--- src/pta_pkg.sv ---
// Shared types and constants of the persistent threshold alarm engine.
// No dependencies; imported by pta_cond_eval and persistent_threshold_alarm.
package pta_pkg;

	localparam int MAX_SERVERS_DEF = 16;
	localparam int NUM_COND        = 4;
	localparam int TIME_W          = 32;
	localparam int PCT_W           = 7;
	localparam int SLOT_W          = 4;
	localparam int TALLY_W         = 5;

	// Condition positions in the flag vector and in a start-time row.
	localparam int COND_CPU  = 0;
	localparam int COND_MEM  = 1;
	localparam int COND_DISK = 2;
	localparam int COND_OFF  = 3;

	// Configuration register indexes.
	localparam logic [1:0] REG_CPU_THR  = 2'd0;
	localparam logic [1:0] REG_MEM_THR  = 2'd1;
	localparam logic [1:0] REG_DISK_THR = 2'd2;
	localparam logic [1:0] REG_HOLD_SEC = 2'd3;

	// Action codes of an input item.
	localparam logic ACTION_EVAL  = 1'b0;
	localparam logic ACTION_CLEAR = 1'b1;

	localparam logic [TIME_W-1:0]  MS_PER_SECOND      = 32'd1000;
	localparam logic [15:0]        HOLD_SECONDS_RESET = 16'd60;
	localparam logic [TIME_W-1:0]  HOLD_MS_RESET      =
		TIME_W'(32'(HOLD_SECONDS_RESET) * MS_PER_SECOND);
	localparam logic [TALLY_W-1:0] TALLY_MAX          = 5'd31;

	typedef struct packed {
		logic [TIME_W-1:0] since;
		logic              active;
		logic              fresh;
	} cond_res_t;

endpackage

--- src/pta_start_mem.sv ---
// Start-time memory: one row per slot holding the four condition start times.
// Synchronous write, registered read. No dependencies.
module pta_start_mem #(
	parameter int DEPTH = 16,
	parameter int AW    = 4,
	parameter int DW    = 128
) (
	input  logic          clk,
	input  logic          rd_en,
	input  logic [AW-1:0] rd_addr,
	output logic [DW-1:0] rd_data,
	input  logic          wr_en,
	input  logic [AW-1:0] wr_addr,
	input  logic [DW-1:0] wr_data
);

	logic [DW-1:0] mem [DEPTH];
	logic [DW-1:0] rd_data_q;

	always_ff @(posedge clk) begin
		if (wr_en) begin
			mem[wr_addr] <= wr_data;
		end
	end

	always_ff @(posedge clk) begin
		if (rd_en) begin
			rd_data_q <= mem[rd_addr];
		end
	end

	assign rd_data = rd_data_q;

endmodule

--- src/pta_cond_eval.sv ---
// Hold timer of one alarm condition: start-time update and activation test.
// Depends on pta_pkg for widths and the cond_res_t result type.
module pta_cond_eval import pta_pkg::*; (
	input  logic              holds,
	input  logic              was_active,
	input  logic              start_vld,
	input  logic [TIME_W-1:0] since_mem,
	input  logic [TIME_W-1:0] now,
	input  logic [TIME_W-1:0] hold_ms,
	output cond_res_t         res
);

	logic [TIME_W-1:0] since_old;
	logic [TIME_W-1:0] since_new;
	logic [TIME_W-1:0] elapsed;

	always_comb begin
		since_old = start_vld ? since_mem : '0;
		// A start at time zero is stored as one, since zero means not started.
		if (since_old != '0) begin
			since_new = since_old;
		end else if (now != '0) begin
			since_new = now;
		end else begin
			since_new = TIME_W'(1);
		end
		elapsed = now - since_new;

		if (holds) begin
			res.since  = since_new;
			res.active = was_active | (elapsed >= hold_ms);
		end else begin
			res.since  = '0;
			res.active = 1'b0;
		end
		res.fresh = res.active & ~was_active;
	end

endmodule

--- src/persistent_threshold_alarm.sv ---
// Persistent threshold alarm: per-slot CPU, memory, disk and offline alarms with hold time.
// An accepted item waits in stage 1 while its start-time row is read, then its result is registered.
// A new item is accepted only once stage 1 is free, so the memory read and write-back never overlap.
// An output stall holds the finished result and the item behind it until the transfer.
// Reset (arst_n low) clears control, flags, start-valid bits and pass totals, and loads the reset configuration.
// The start-time memory itself is not swept; per-entry valid bits make it read as zero.
module persistent_threshold_alarm import pta_pkg::*; #(
	parameter int MAX_SERVERS = MAX_SERVERS_DEF
) (
	input  logic               clk,
	input  logic               arst_n,

	// Configuration write channel.
	input  logic               cfg_valid,
	output logic               cfg_ready,
	input  logic [1:0]         cfg_index,
	input  logic [15:0]        cfg_data,

	// Input item channel.
	input  logic               in_valid,
	output logic               in_stall,
	input  logic               action,
	input  logic [SLOT_W-1:0]  server_slot,
	input  logic [PCT_W-1:0]   cpu_percent,
	input  logic [PCT_W-1:0]   memory_percent,
	input  logic [PCT_W-1:0]   disk_percent,
	input  logic               online,
	input  logic [TIME_W-1:0]  now_ms,
	input  logic               last_of_pass,

	// Result channel.
	output logic               out_valid,
	input  logic               out_stall,
	output logic [SLOT_W-1:0]  slot,
	output logic               new_alert,
	output logic               offline_active,
	output logic               cpu_active,
	output logic               memory_active,
	output logic               disk_active,
	output logic               pass_done,
	output logic               first_new_valid,
	output logic [SLOT_W-1:0]  first_new_slot,
	output logic [TALLY_W-1:0] active_count
);

	localparam int SLOT_AW = (MAX_SERVERS > 1) ? $clog2(MAX_SERVERS) : 1;
	localparam int ROW_W   = NUM_COND * TIME_W;
	localparam logic [6:0] NUM_SLOTS = 7'(MAX_SERVERS);

	// ------------------------------------------------------------------
	// Configuration registers. The hold time is kept in milliseconds so the
	// evaluation path only compares; the multiply happens at the write.
	// ------------------------------------------------------------------
	logic [PCT_W-1:0]  cpu_thr_q;
	logic [PCT_W-1:0]  mem_thr_q;
	logic [PCT_W-1:0]  disk_thr_q;
	logic [TIME_W-1:0] hold_ms_q;

	assign cfg_ready = 1'b1;

	always_ff @(posedge clk or negedge arst_n) begin
		if (!arst_n) begin
			cpu_thr_q  <= '0;
			mem_thr_q  <= '0;
			disk_thr_q <= '0;
			hold_ms_q  <= HOLD_MS_RESET;
		end else if (cfg_valid && cfg_ready) begin
			unique case (cfg_index)
				REG_CPU_THR:  cpu_thr_q  <= cfg_data[PCT_W-1:0];
				REG_MEM_THR:  mem_thr_q  <= cfg_data[PCT_W-1:0];
				REG_DISK_THR: disk_thr_q <= cfg_data[PCT_W-1:0];
				REG_HOLD_SEC: hold_ms_q  <=
					TIME_W'({16'd0, cfg_data} * MS_PER_SECOND);
				default:      cpu_thr_q  <= cpu_thr_q;
			endcase
		end
	end

	// ------------------------------------------------------------------
	// Stage 1 holds the accepted item while the memory row is read. The
	// input stalls while stage 1 is occupied, so a write-back always lands
	// before the next read and no forwarding is needed.
	// ------------------------------------------------------------------
	logic               busy_s1;
	logic               action_s1;
	logic [SLOT_W-1:0]  slot_s1;
	logic [SLOT_AW-1:0] idx_s1;
	logic               in_range_s1;
	logic [PCT_W-1:0]   cpu_s1;
	logic [PCT_W-1:0]   mem_s1;
	logic [PCT_W-1:0]   disk_s1;
	logic               online_s1;
	logic [TIME_W-1:0]  now_s1;
	logic               last_s1;

	logic in_xfer;
	logic s1_fire;
	logic out_valid_q;

	assign in_stall = busy_s1;
	assign in_xfer  = in_valid && !in_stall;
	// Stage 1 retires when the output register is empty or being drained.
	assign s1_fire  = busy_s1 && (!out_valid_q || !out_stall);

	always_ff @(posedge clk or negedge arst_n) begin
		if (!arst_n) begin
			busy_s1 <= 1'b0;
		end else if (in_xfer) begin
			busy_s1 <= 1'b1;
		end else if (s1_fire) begin
			busy_s1 <= 1'b0;
		end
	end

	always_ff @(posedge clk) begin
		if (in_xfer) begin
			action_s1   <= action;
			slot_s1     <= server_slot;
			idx_s1      <= SLOT_AW'(server_slot);
			in_range_s1 <= ({3'b000, server_slot} < NUM_SLOTS);
			cpu_s1      <= cpu_percent;
			mem_s1      <= memory_percent;
			disk_s1     <= disk_percent;
			online_s1   <= online;
			now_s1      <= now_ms;
			last_s1     <= last_of_pass;
		end
	end

	// ------------------------------------------------------------------
	// Start-time memory and per-slot state. A start time whose valid bit is
	// clear reads as zero, which stands for the cleared reset contents.
	// ------------------------------------------------------------------
	logic [ROW_W-1:0]    rd_row;
	logic [ROW_W-1:0]    wr_row;
	logic                mem_wr_en;

	logic [NUM_COND-1:0] flags_q [MAX_SERVERS];
	logic [NUM_COND-1:0] vld_q   [MAX_SERVERS];
	logic [MAX_SERVERS-1:0] seen_q;
	logic                found_q;
	logic [SLOT_W-1:0]   first_idx_q;
	logic [TALLY_W-1:0]  tally_q;

	pta_start_mem #(
		.DEPTH (MAX_SERVERS),
		.AW    (SLOT_AW),
		.DW    (ROW_W)
	) u_start_mem (
		.clk     (clk),
		.rd_en   (in_xfer),
		.rd_addr (SLOT_AW'(server_slot)),
		.rd_data (rd_row),
		.wr_en   (mem_wr_en),
		.wr_addr (idx_s1),
		.wr_data (wr_row)
	);

	// ------------------------------------------------------------------
	// Condition evaluation for the slot in stage 1.
	// ------------------------------------------------------------------
	logic [NUM_COND-1:0] hold_vec;
	logic [NUM_COND-1:0] was_vec;
	logic [NUM_COND-1:0] vld_row;
	cond_res_t           cres [NUM_COND];

	always_comb begin
		hold_vec[COND_CPU]  = (cpu_thr_q != '0) && (cpu_s1 >= cpu_thr_q);
		hold_vec[COND_MEM]  = (mem_thr_q != '0) && (mem_s1 >= mem_thr_q);
		hold_vec[COND_DISK] = (disk_thr_q != '0) && (disk_s1 >= disk_thr_q);
		hold_vec[COND_OFF]  = !online_s1;
		was_vec             = flags_q[idx_s1];
		vld_row             = vld_q[idx_s1];
	end

	for (genvar c = 0; c < NUM_COND; c++) begin : g_cond
		pta_cond_eval u_cond (
			.holds      (hold_vec[c]),
			.was_active (was_vec[c]),
			.start_vld  (vld_row[c]),
			.since_mem  (rd_row[c*TIME_W +: TIME_W]),
			.now        (now_s1),
			.hold_ms    (hold_ms_q),
			.res        (cres[c])
		);
		assign wr_row[c*TIME_W +: TIME_W] = cres[c].since;
	end

	logic                   eval_hit;
	logic [NUM_COND-1:0]    new_flags;
	logic                   fresh_any;
	logic [NUM_COND-1:0]    res_flags;
	logic                   res_fresh;
	logic [MAX_SERVERS-1:0] slot_hot;
	logic [MAX_SERVERS-1:0] seen_next;
	logic                   found_next;
	logic [SLOT_W-1:0]      first_idx_next;
	logic [TALLY_W-1:0]     tally_next;

	assign eval_hit  = (action_s1 == ACTION_EVAL) && in_range_s1;
	assign mem_wr_en = s1_fire && eval_hit;

	always_comb begin
		fresh_any = 1'b0;
		for (int c = 0; c < NUM_COND; c++) begin
			new_flags[c] = cres[c].active;
			fresh_any    = fresh_any | cres[c].fresh;
		end

		// Out-of-range slots report nothing; a clear reports the stored flags.
		if (!in_range_s1) begin
			res_flags = '0;
			res_fresh = 1'b0;
		end else if (action_s1 == ACTION_CLEAR) begin
			res_flags = was_vec;
			res_fresh = 1'b0;
		end else begin
			res_flags = new_flags;
			res_fresh = fresh_any;
		end

		for (int s = 0; s < MAX_SERVERS; s++) begin
			slot_hot[s] = (SLOT_AW'(s) == idx_s1);
		end
		seen_next = seen_q | (eval_hit ? slot_hot : '0);

		found_next     = found_q;
		first_idx_next = first_idx_q;
		if (eval_hit && fresh_any && !found_q) begin
			found_next     = 1'b1;
			first_idx_next = slot_s1;
		end

		tally_next = tally_q;
		if (eval_hit && (new_flags != '0) && (tally_q < TALLY_MAX)) begin
			tally_next = tally_q + TALLY_W'(1);
		end
	end

	// ------------------------------------------------------------------
	// Per-slot flags, start-valid bits and pass accumulators. A clear drops
	// the start times of inactive conditions; the end of a pass wipes every
	// slot that no sample touched during the pass.
	// ------------------------------------------------------------------
	always_ff @(posedge clk or negedge arst_n) begin
		if (!arst_n) begin
			for (int s = 0; s < MAX_SERVERS; s++) begin
				flags_q[s] <= '0;
				vld_q[s]   <= '0;
			end
			seen_q      <= '0;
			found_q     <= 1'b0;
			first_idx_q <= '0;
			tally_q     <= '0;
		end else if (s1_fire) begin
			if (action_s1 == ACTION_CLEAR) begin
				for (int s = 0; s < MAX_SERVERS; s++) begin
					vld_q[s] <= vld_q[s] & flags_q[s];
				end
			end else begin
				for (int s = 0; s < MAX_SERVERS; s++) begin
					if (eval_hit && slot_hot[s]) begin
						flags_q[s] <= new_flags;
						vld_q[s]   <= hold_vec;
					end
					if (last_s1 && !seen_next[s]) begin
						flags_q[s] <= '0;
						vld_q[s]   <= '0;
					end
				end
				if (last_s1) begin
					seen_q      <= '0;
					found_q     <= 1'b0;
					first_idx_q <= '0;
					tally_q     <= '0;
				end else begin
					seen_q      <= seen_next;
					found_q     <= found_next;
					first_idx_q <= first_idx_next;
					tally_q     <= tally_next;
				end
			end
		end
	end

	// ------------------------------------------------------------------
	// Output register. It frees stage 1 so the next item can enter while a
	// finished result waits for its transfer.
	// ------------------------------------------------------------------
	logic               pass_end;
	logic [SLOT_W-1:0]  slot_q;
	logic               new_alert_q;
	logic [NUM_COND-1:0] flags_out_q;
	logic               pass_done_q;
	logic               first_valid_q;
	logic [SLOT_W-1:0]  first_slot_q;
	logic [TALLY_W-1:0] count_q;

	assign pass_end = (action_s1 == ACTION_EVAL) && last_s1;

	always_ff @(posedge clk or negedge arst_n) begin
		if (!arst_n) begin
			out_valid_q <= 1'b0;
		end else if (s1_fire) begin
			out_valid_q <= 1'b1;
		end else if (out_valid_q && !out_stall) begin
			out_valid_q <= 1'b0;
		end
	end

	always_ff @(posedge clk) begin
		if (s1_fire) begin
			slot_q        <= slot_s1;
			new_alert_q   <= res_fresh;
			flags_out_q   <= res_flags;
			pass_done_q   <= pass_end;
			first_valid_q <= pass_end && found_next;
			first_slot_q  <= (pass_end && found_next) ? first_idx_next : '0;
			count_q       <= pass_end ? tally_next : '0;
		end
	end

	assign out_valid       = out_valid_q;
	assign slot            = slot_q;
	assign new_alert       = new_alert_q;
	assign offline_active  = flags_out_q[COND_OFF];
	assign cpu_active      = flags_out_q[COND_CPU];
	assign memory_active   = flags_out_q[COND_MEM];
	assign disk_active     = flags_out_q[COND_DISK];
	assign pass_done       = pass_done_q;
	assign first_new_valid = first_valid_q;
	assign first_new_slot  = first_slot_q;
	assign active_count    = count_q;

	// ------------------------------------------------------------------
	// Assertions.
	// ------------------------------------------------------------------
	logic orphan_flag;

	always_comb begin
		orphan_flag = 1'b0;
		for (int s = 0; s < MAX_SERVERS; s++) begin
			orphan_flag = orphan_flag | (|(flags_q[s] & ~vld_q[s]));
		end
	end

	// An active condition always has a recorded start time.
	a_active_has_start: assert property (@(posedge clk) disable iff (!arst_n)
		!orphan_flag)
		else $error("active alarm flag without a valid start time");

	// A result only appears after an item occupied stage 1.
	a_result_from_s1: assert property (@(posedge clk) disable iff (!arst_n)
		$rose(out_valid_q) |-> $past(busy_s1))
		else $error("result produced without an item in stage 1");

	// A new alert is always reported together with an active flag.
	a_new_alert_flag: assert property (@(posedge clk) disable iff (!arst_n)
		out_valid_q && new_alert_q |-> (flags_out_q != '0))
		else $error("new alert reported with no active condition");

	// Pass totals are zero outside the end of a pass.
	a_pass_fields: assert property (@(posedge clk) disable iff (!arst_n)
		out_valid_q && !pass_done_q |-> !first_valid_q && (count_q == '0)
			&& (first_slot_q == '0))
		else $error("pass totals reported on a result that ends no pass");

	// Accepted items never overlap in stage 1.
	a_single_item: assert property (@(posedge clk) disable iff (!arst_n)
		in_xfer |=> busy_s1 && !$past(busy_s1))
		else $error("item accepted while stage 1 was occupied");

endmodule

--- config.mk ---
export PLATFORM = sky130hd
export DESIGN_NAME = persistent_threshold_alarm
export DESIGN_NICKNAME = d
export VERILOG_FILES = /design/src/pta_pkg.sv /design/src/pta_start_mem.sv /design/src/pta_cond_eval.sv /design/src/persistent_threshold_alarm.sv
export SDC_FILE = /design/constraint.sdc
export NUM_CORES = 2
export LEC_CHECK = 0
export ABC_AREA = 0
export BUFFER_PORTS_ARGS = -buffer_cell sky130_fd_sc_hd__buf_2
export CORE_MARGIN = 5
export CORE_UTILIZATION = 52
export DETAILED_ROUTE_END_ITERATION = 8
export MAX_ROUTING_LAYER = met4
export PLACE_DENSITY = 0.68
export SYNTH_ARGS = -nofsm -noshare
export SYNTH_HDL_FRONTEND = slang
export SYNTH_SLANG_ARGS = --single-unit
--- constraint.sdc ---
create_clock -name clk -period 27.7 [get_ports clk]
set_input_delay 2.77 -clock clk [delete_from_list [all_inputs] [get_ports clk]]
set_output_delay 2.77 -clock clk [all_outputs]
set_load 0.02 [all_outputs]
== Word level (Yosys, flattened, before mapping) ==
Memories as Yosys holds them, arrays and structs flattened. A register that Yosys moved wholly into a read port is not among the register bits.
Cells that the tools add are included.

* Memories: 1
* Bits in registers: 280
* Word-level logic and storage cells: 373
* Bits in writable memories: 2048
* Output and inout bits: 23
* Input bits: 83

* Bitwise gates (word level): 34
* $lt $le $gt $ge: 9
* Mux-type cells: 99
* Add/subtract/negate cells: 5
* Reductions and logical operators: 149
* Multipliers: 1
* Eq/ne operators: 18

{| class="wikitable"
|+ Memory list
! name !! words !! width !! read ports !! clocked after Yosys merged registers in !! write ports !! line !! RTL
|-
| u_start_mem.mem || 16 || 128 || 1 || 1 || 1 || pta_start_mem.sv:17 || <nowiki>logic [DW-1:0] mem [DEPTH];</nowiki>
|}

{| class="wikitable"
|+ Operator list
! kind !! number
|-
| $mux W32 || 9
|-
| $mux W4 || 71
|-
| $reduce_bool A32 Y1 || 5
|-
| $mux W33 || 4
|-
| $ge A32 B26 Y1 || 4
|-
| $sub A32 B32 Y32 || 4
|-
| $and A4 B4 Y4 || 16
|-
| $mux W64 || 1
|-
| $reduce_and A3 Y1 || 16
|-
| $reduce_bool A3 Y1 || 16
|-
| $logic_and A1 B1 Y1 || 45
|-
| $reduce_and A2 Y1 || 21
|-
| $reduce_bool A2 Y1 || 18
|-
| $bmux W4 S4 || 2
|-
| $eq A4 B4 Y1 const A || 8
|-
| $mux W16 || 2
|-
| $mul A16 B7 Y23 const B || 1
|-
| $ge A7 B7 Y1 || 3
|-
| $logic_not A1 Y1 || 21
|-
| $reduce_bool A7 Y1 || 3
|-
| $eq A3 B4 Y1 const A || 4
|-
| $or A16 B16 Y16 || 1
|-
| $mux W5 || 2
|-
| $eq A2 B4 Y1 const A || 2
|-
| other kinds (15) || 36
|}

== Logic depth before layout (Yosys ltp) ==
* Depth in word-level cells: 19
* Gate-level depth with buffers: 34
* Mapped depth without buffers: 31

== By module ==
From an unflattened synthesis, not the netlist that was laid out.

* Cells, all modules: 6434
* Area total of the unflattened synthesis: 108295.1 µm²

{| class="wikitable"
|+ By module, submodules not included
! module !! times used !! seq. area each (µm²) !! cells an instance !! area an instance (µm²)
|-
| pta_start_mem || 1 || 65342.7 || 3365 || 80612.3
|-
| persistent_threshold_alarm || 1 || 7415.9 || 1261 || 15063.2
|-
| pta_cond_eval (g_cond[0].u_cond) || 1 || 0.0 || 459 || 3196.8
|-
| pta_cond_eval (g_cond[3].u_cond) || 1 || 0.0 || 450 || 3143.0
|-
| pta_cond_eval (g_cond[1].u_cond) || 1 || 0.0 || 448 || 3140.5
|-
| pta_cond_eval (g_cond[2].u_cond) || 1 || 0.0 || 451 || 3139.3
|}

== Worst setup path after synthesis ==
Ideal clock, no wire load.

* Kind: in2reg
* Start: in in_valid
* End: reg action_s1 (enable)
* Slack: 16.062 ns
* Path buffers: 0
* Arrival time: 10.881 ns
* Stages on the path: 1
* Path through: nor2b_1

* Word-level cells in the longest chain between the ends: 1

{| class="wikitable"
|+ Ends and longest elaborated chain
! item !! line !! RTL
|-
| start, declared || persistent_threshold_alarm.sv:20 || <nowiki>input logic in_valid,</nowiki>
|-
| $logic_and A1 B1 Y1 || persistent_threshold_alarm.sv:101 || <nowiki>assign in_xfer = in_valid && !in_stall;</nowiki>
|-
| end signal, assigned || persistent_threshold_alarm.sv:117 || <nowiki>action_s1 <= action;</nowiki>
|-
| end, declared || persistent_threshold_alarm.sv:85 || <nowiki>logic action_s1;</nowiki>
|}

No other way between the ends.
A chain may end at the register's enable or synchronous reset.

== Worst setup path in the final report ==
* Start: reg idx_s1[0]
* End: reg flags_out_q[3], data pin

* Word-level cells in the longest chain between the ends: 12
* Elaborated cells on any way between the ends: 15
* Those cells by class: add/sub (1); order compare (1); mux (10); bitwise (2); reduce/logical (1)

{| class="wikitable"
|+ Ends and longest elaborated chain
! item !! line !! RTL
|-
| start, declared || persistent_threshold_alarm.sv:87 || <nowiki>logic [SLOT_AW-1:0] idx_s1;</nowiki>
|-
| start signal, assigned || persistent_threshold_alarm.sv:119 || <nowiki>idx_s1 <= SLOT_AW'(server_slot);</nowiki>
|-
| $not A4 Y5 (not written as such) * || persistent_threshold_alarm.sv:172, persistent_threshold_alarm.sv:173 ||
|-
| $bmux W4 S4 || persistent_threshold_alarm.sv:173 || <nowiki>vld_row = vld_q[idx_s1];</nowiki>
|-
| $mux W4 (not written as such) (2 in series) || persistent_threshold_alarm.sv:173 ||
|-
| $mux W32 || pta_cond_eval.sv:18 || <nowiki>since_old = start_vld ? since_mem : '0;</nowiki>
|-
| $reduce_bool A32 Y1 || pta_cond_eval.sv:20 || <nowiki>if (since_old != '0) begin</nowiki>
|-
| $mux W32 || pta_cond_eval.sv:20 ||
|-
| $sub A32 B32 Y32 || pta_cond_eval.sv:27 || <nowiki>elapsed = now - since_new;</nowiki>
|-
| $ge A32 B26 Y1 || pta_cond_eval.sv:31 || <nowiki>res.active = was_active | (elapsed >= hold_ms);</nowiki>
|-
| $or A1 B1 Y1 || pta_cond_eval.sv:31 ||
|-
| $mux W33 || pta_cond_eval.sv:29 || <nowiki>if (holds) begin</nowiki>
|-
| $mux W4 * || persistent_threshold_alarm.sv:214 || <nowiki>end else if (action_s1 == ACTION_CLEAR) begin</nowiki>
|-
| end signal, assigned || persistent_threshold_alarm.sv:315 || <nowiki>flags_out_q <= res_flags;</nowiki>
|-
| end, declared || persistent_threshold_alarm.sv:293 || <nowiki>logic [NUM_COND-1:0] flags_out_q;</nowiki>
|}

Every way passes the cells marked *; elsewhere a longest branch is shown, timed or not. The select of a mux whose other input is x is not followed.

==> results.yml <==
clocking:
  cts_buffers: 238
  clkSinkCount: 2456
  clk_latency_ns: 0.92
  clock_path_buffers: 3
  cts.clk_slew.worst_paths_ns: 0.06
  cts_tree: "yes"
  post_cts_resized: 0
  ctsHoldBuffers: 0
  post_cts_buffers: 0
  htreeDepth: 4
  root_buffer: "clkbuf_16"
critical_path:
  reg2reg_depth: 26
  cp_max_fo: 33
  crit_path_frequent_cell: "o21ai_0"
  slowest_delay_ns: 0.64
  cp-end-kind: "flip-flop"
  r2r_slack_ns: 18.37
  critPathArrivalTime_ns: 9.92
  critical_path.slowest_cell: "mux4_2"
  critical_path_required_ns: 28.28
  crit_type: "flip-flop to flip-flop"
  worstSetupStartpointType: "flip-flop"
layout:
  final_cell_mix: "edfxtp_1, mux4_2, ha_1"
  fillerInstances: 14720
  final_cell_area_um2: 118100
  nets: 6469
  area_growth_pct: 11.54
  drive_gt1_share_pct: 21.40
  mostFrequentLayoutCell: "edfxtp_1"
place:
  placed_cell_area_um2: 110000
  dp_hpwl_mm: 165.2
  gp_congestion: 0.9406
  port_buffers: 104
synth:
  postSynth.asyncResetShare_pct: 8.143
  synth-compound-area-share_pct: 6.241
  synth-main-ff-cell: "edfxtp_1"
  avgSynthCellArea_um2: 18.17
  synth-xor-area-share_pct: 0.9098
  synth_top_area_share_pct: 63.98
  synth_fa_ha_area_share_pct: 4.535
  yosys-mux-area-fraction_pct: 14.51
  ys_types: 89
  yosys.area.top_type: "edfxtp_1"
  yosysSeqAreaShare_pct: 68.71
  ys_ff_latch: 2456
  syn_inst: 5829
  synthTopCellsByArea: "edfxtp_1, mux4_2, dfrtp_1"
  syn_area_um2: 105900
  synth_top_family_by_area: "multiplexers"
  yosysWarningCount: 0
  synth-simple-area-share_pct: 3.236
  synth_edf_count: 2256
  synth_fp_nets: 6261
die:
  die_w_um: 461.3
  die_y_um: 461.3
  dieArea_um2: 212800
  rows: 165
  start_util_pct: 52.34
  pin_count: 106
  core_area_um2: 202300
power:
  p_per_area_nw_per_um2: 88.83
  ir_drop_uv: 94.22
  leakagePower_nw: 40.60
routing:
  drt_iter0_markers: 6964
  wl_per_cell_um: 31.51
  route.detailed.drc: 0
  viasPerCell: 6.562
  drt_wl_total_mm: 281.3
  vias: 58590
  ant_nets: 0
  drtPass1Iterations: 6
worst_hold_path:
  hp-class: "flip-flop to flip-flop"
  holdPathStages: 2
timing:
  fin_skew_ns: 0.06514
  rsz0062_at_grt: "false"
  tightest_slew_ns: 1.365
  finalSetupViolations: 0
  tns_ns: 0
  finalMaxSlewViolations: 0
  period_share_pct: 33.70
  hold_viol: 0
  min_period_ns: 9.334
  fmax_mhz: 107.1
  slew_headroom_pct: 8.669
global_route:
  antenna_found_initial: 17
  grt_max_degree: 155
  grt_pass1_wl_mm: 410.3
  grt_use_total_pct: 27.40
  grt_pass1_vias: 58680
  grt-ovfl-total: 0
flow_run:
  maxCapViolCount: 0
outcome:
  outcome: "finished clean"
==> final cells by class <==
type / count / area (um2) / area share [%]
multi-input cells: 2860 / 31300 / 26.50
inverters: 251 / 1062 / 0.8994
clock inverters: 158 / 1826 / 1.546
clock buffers: 293 / 6245 / 5.287
repair buffers: 230 / 1556 / 1.318
flip-flops and latches: 2456 / 72760 / 61.60
diodes: 8 / 20.02 / 0.01695
well taps: 2672 / 3343 / 2.830
==> synth_stat cells (all sizes together), types with 30 or more instances <==
library cell  instances
nor3                 37
xor2                 40
buf                  69
dfrtp               193
o21ai               157
nand4                30
o22ai                83
a21o                 86
a22o                 50
a211oi               51
nand2b               37
edfxtp             2256
nor2b                54
ha                  291
inv                 251
nand2               162
nor2                232
nor4                 49
mux4                658
a21oi               214
nand3                32
a22oi               126
xnor2                70
o21a                 41
fa                   58
clkbuf              193
==> final timing paths <==
kind | startpoint | endpoint
min in group asynchronous | arst_n | first_idx_q[2]
worst max register to register | idx_s1[0] | flags_out_q[3]
worst min register to register | hold_ms_q[9] | hold_ms_q[9]
worst max-delay path | idx_s1[0] | flags_out_q[3]
max in group asynchronous | arst_n | flags_q[16]
worst min-delay path | hold_ms_q[9] | hold_ms_q[9]
==> state kept, by name, indices dropped and copies added (netlist names), 4 cells and up <==
signal               count
now_s1                  32
tally_q                  5
disk_thr_q               7
flags_q                 64
u_start_mem.rd_data    128
cpu_s1                   7
first_new_slot           4
cpu_thr_q                7
seen_q                  16
mem_s1                   7
active_count             5
flags_out_q              4
idx_s1                   4
slot                     4
first_idx_q              4
vld_q                   64
mem_thr_q                7
hold_ms_q               23
u_start_mem.mem       2048
disk_s1                  7
==> worst max-delay path: cells and delay by family, from the launching register on <==
| kind | cells | cell delay [ns] |
|---|---|---|
| simple gates | 3 | 0.55 |
| mux | 3 | 1.30 |
| compound gates | 13 | 4.11 |
| flops | 1 | 0.40 |
| buf+inv | 4 | 1.72 |
| fa+ha+maj | 2 | 0.68 |
| xor+xnor | 1 | 0.19 |
==> through the flow <==
| step | worst slack (ns) | total power, mW | utilization [%] | instances | hold slack [ns] |
|---|---|---|---|---|---|
| 6_report | 18.37 | 10.49 | 58.38 | 8928 | 0.4830 |
| 5_1_grt | 17.92 | 10.95 | 58.38 | 8926 | 0.4952 |
| 3_5_place_dp | 18.56 | 7.214 | 54.37 | 8468 | 0.4670 |
| 2_1_floorplan | 16.06 | 6.376 | - | 5829 | 0.4244 |
| 3_3_place_gp | 18.74 | 7.168 | 54.37 | 8468 | 0.4654 |
| 4_1_cts | 18.52 | 10.51 | 58.36 | 8919 | 0.4825 |
==> metal layers <==
metal	track usage [%]	routed length, um
met2	41.66	132600
met5	-	0
met4	7.252	7460
met3	4.354	25700
met1	39.36	115500
==> power breakdown <==
group          total [mW]  leakage (nW)  switching [mW]  internal (mW)
Combinational        2.51          13.3            1.63          0.880
Clock                3.31          3.93            1.43           1.89
Sequential           4.67          23.4           0.133           4.54
Total                10.5          40.6            3.19           7.30
==> cell families (layout without fill, tap and decap cells) <==
group	Yosys count	in the layout
mux	709	709
compound gates	984	984
buf+inv	513	932
flops	2456	2456
xor+xnor	110	110
fa+ha+maj	349	349
other cells	1	9
simple gates	707	707
(Power assumes the default switching activity.)
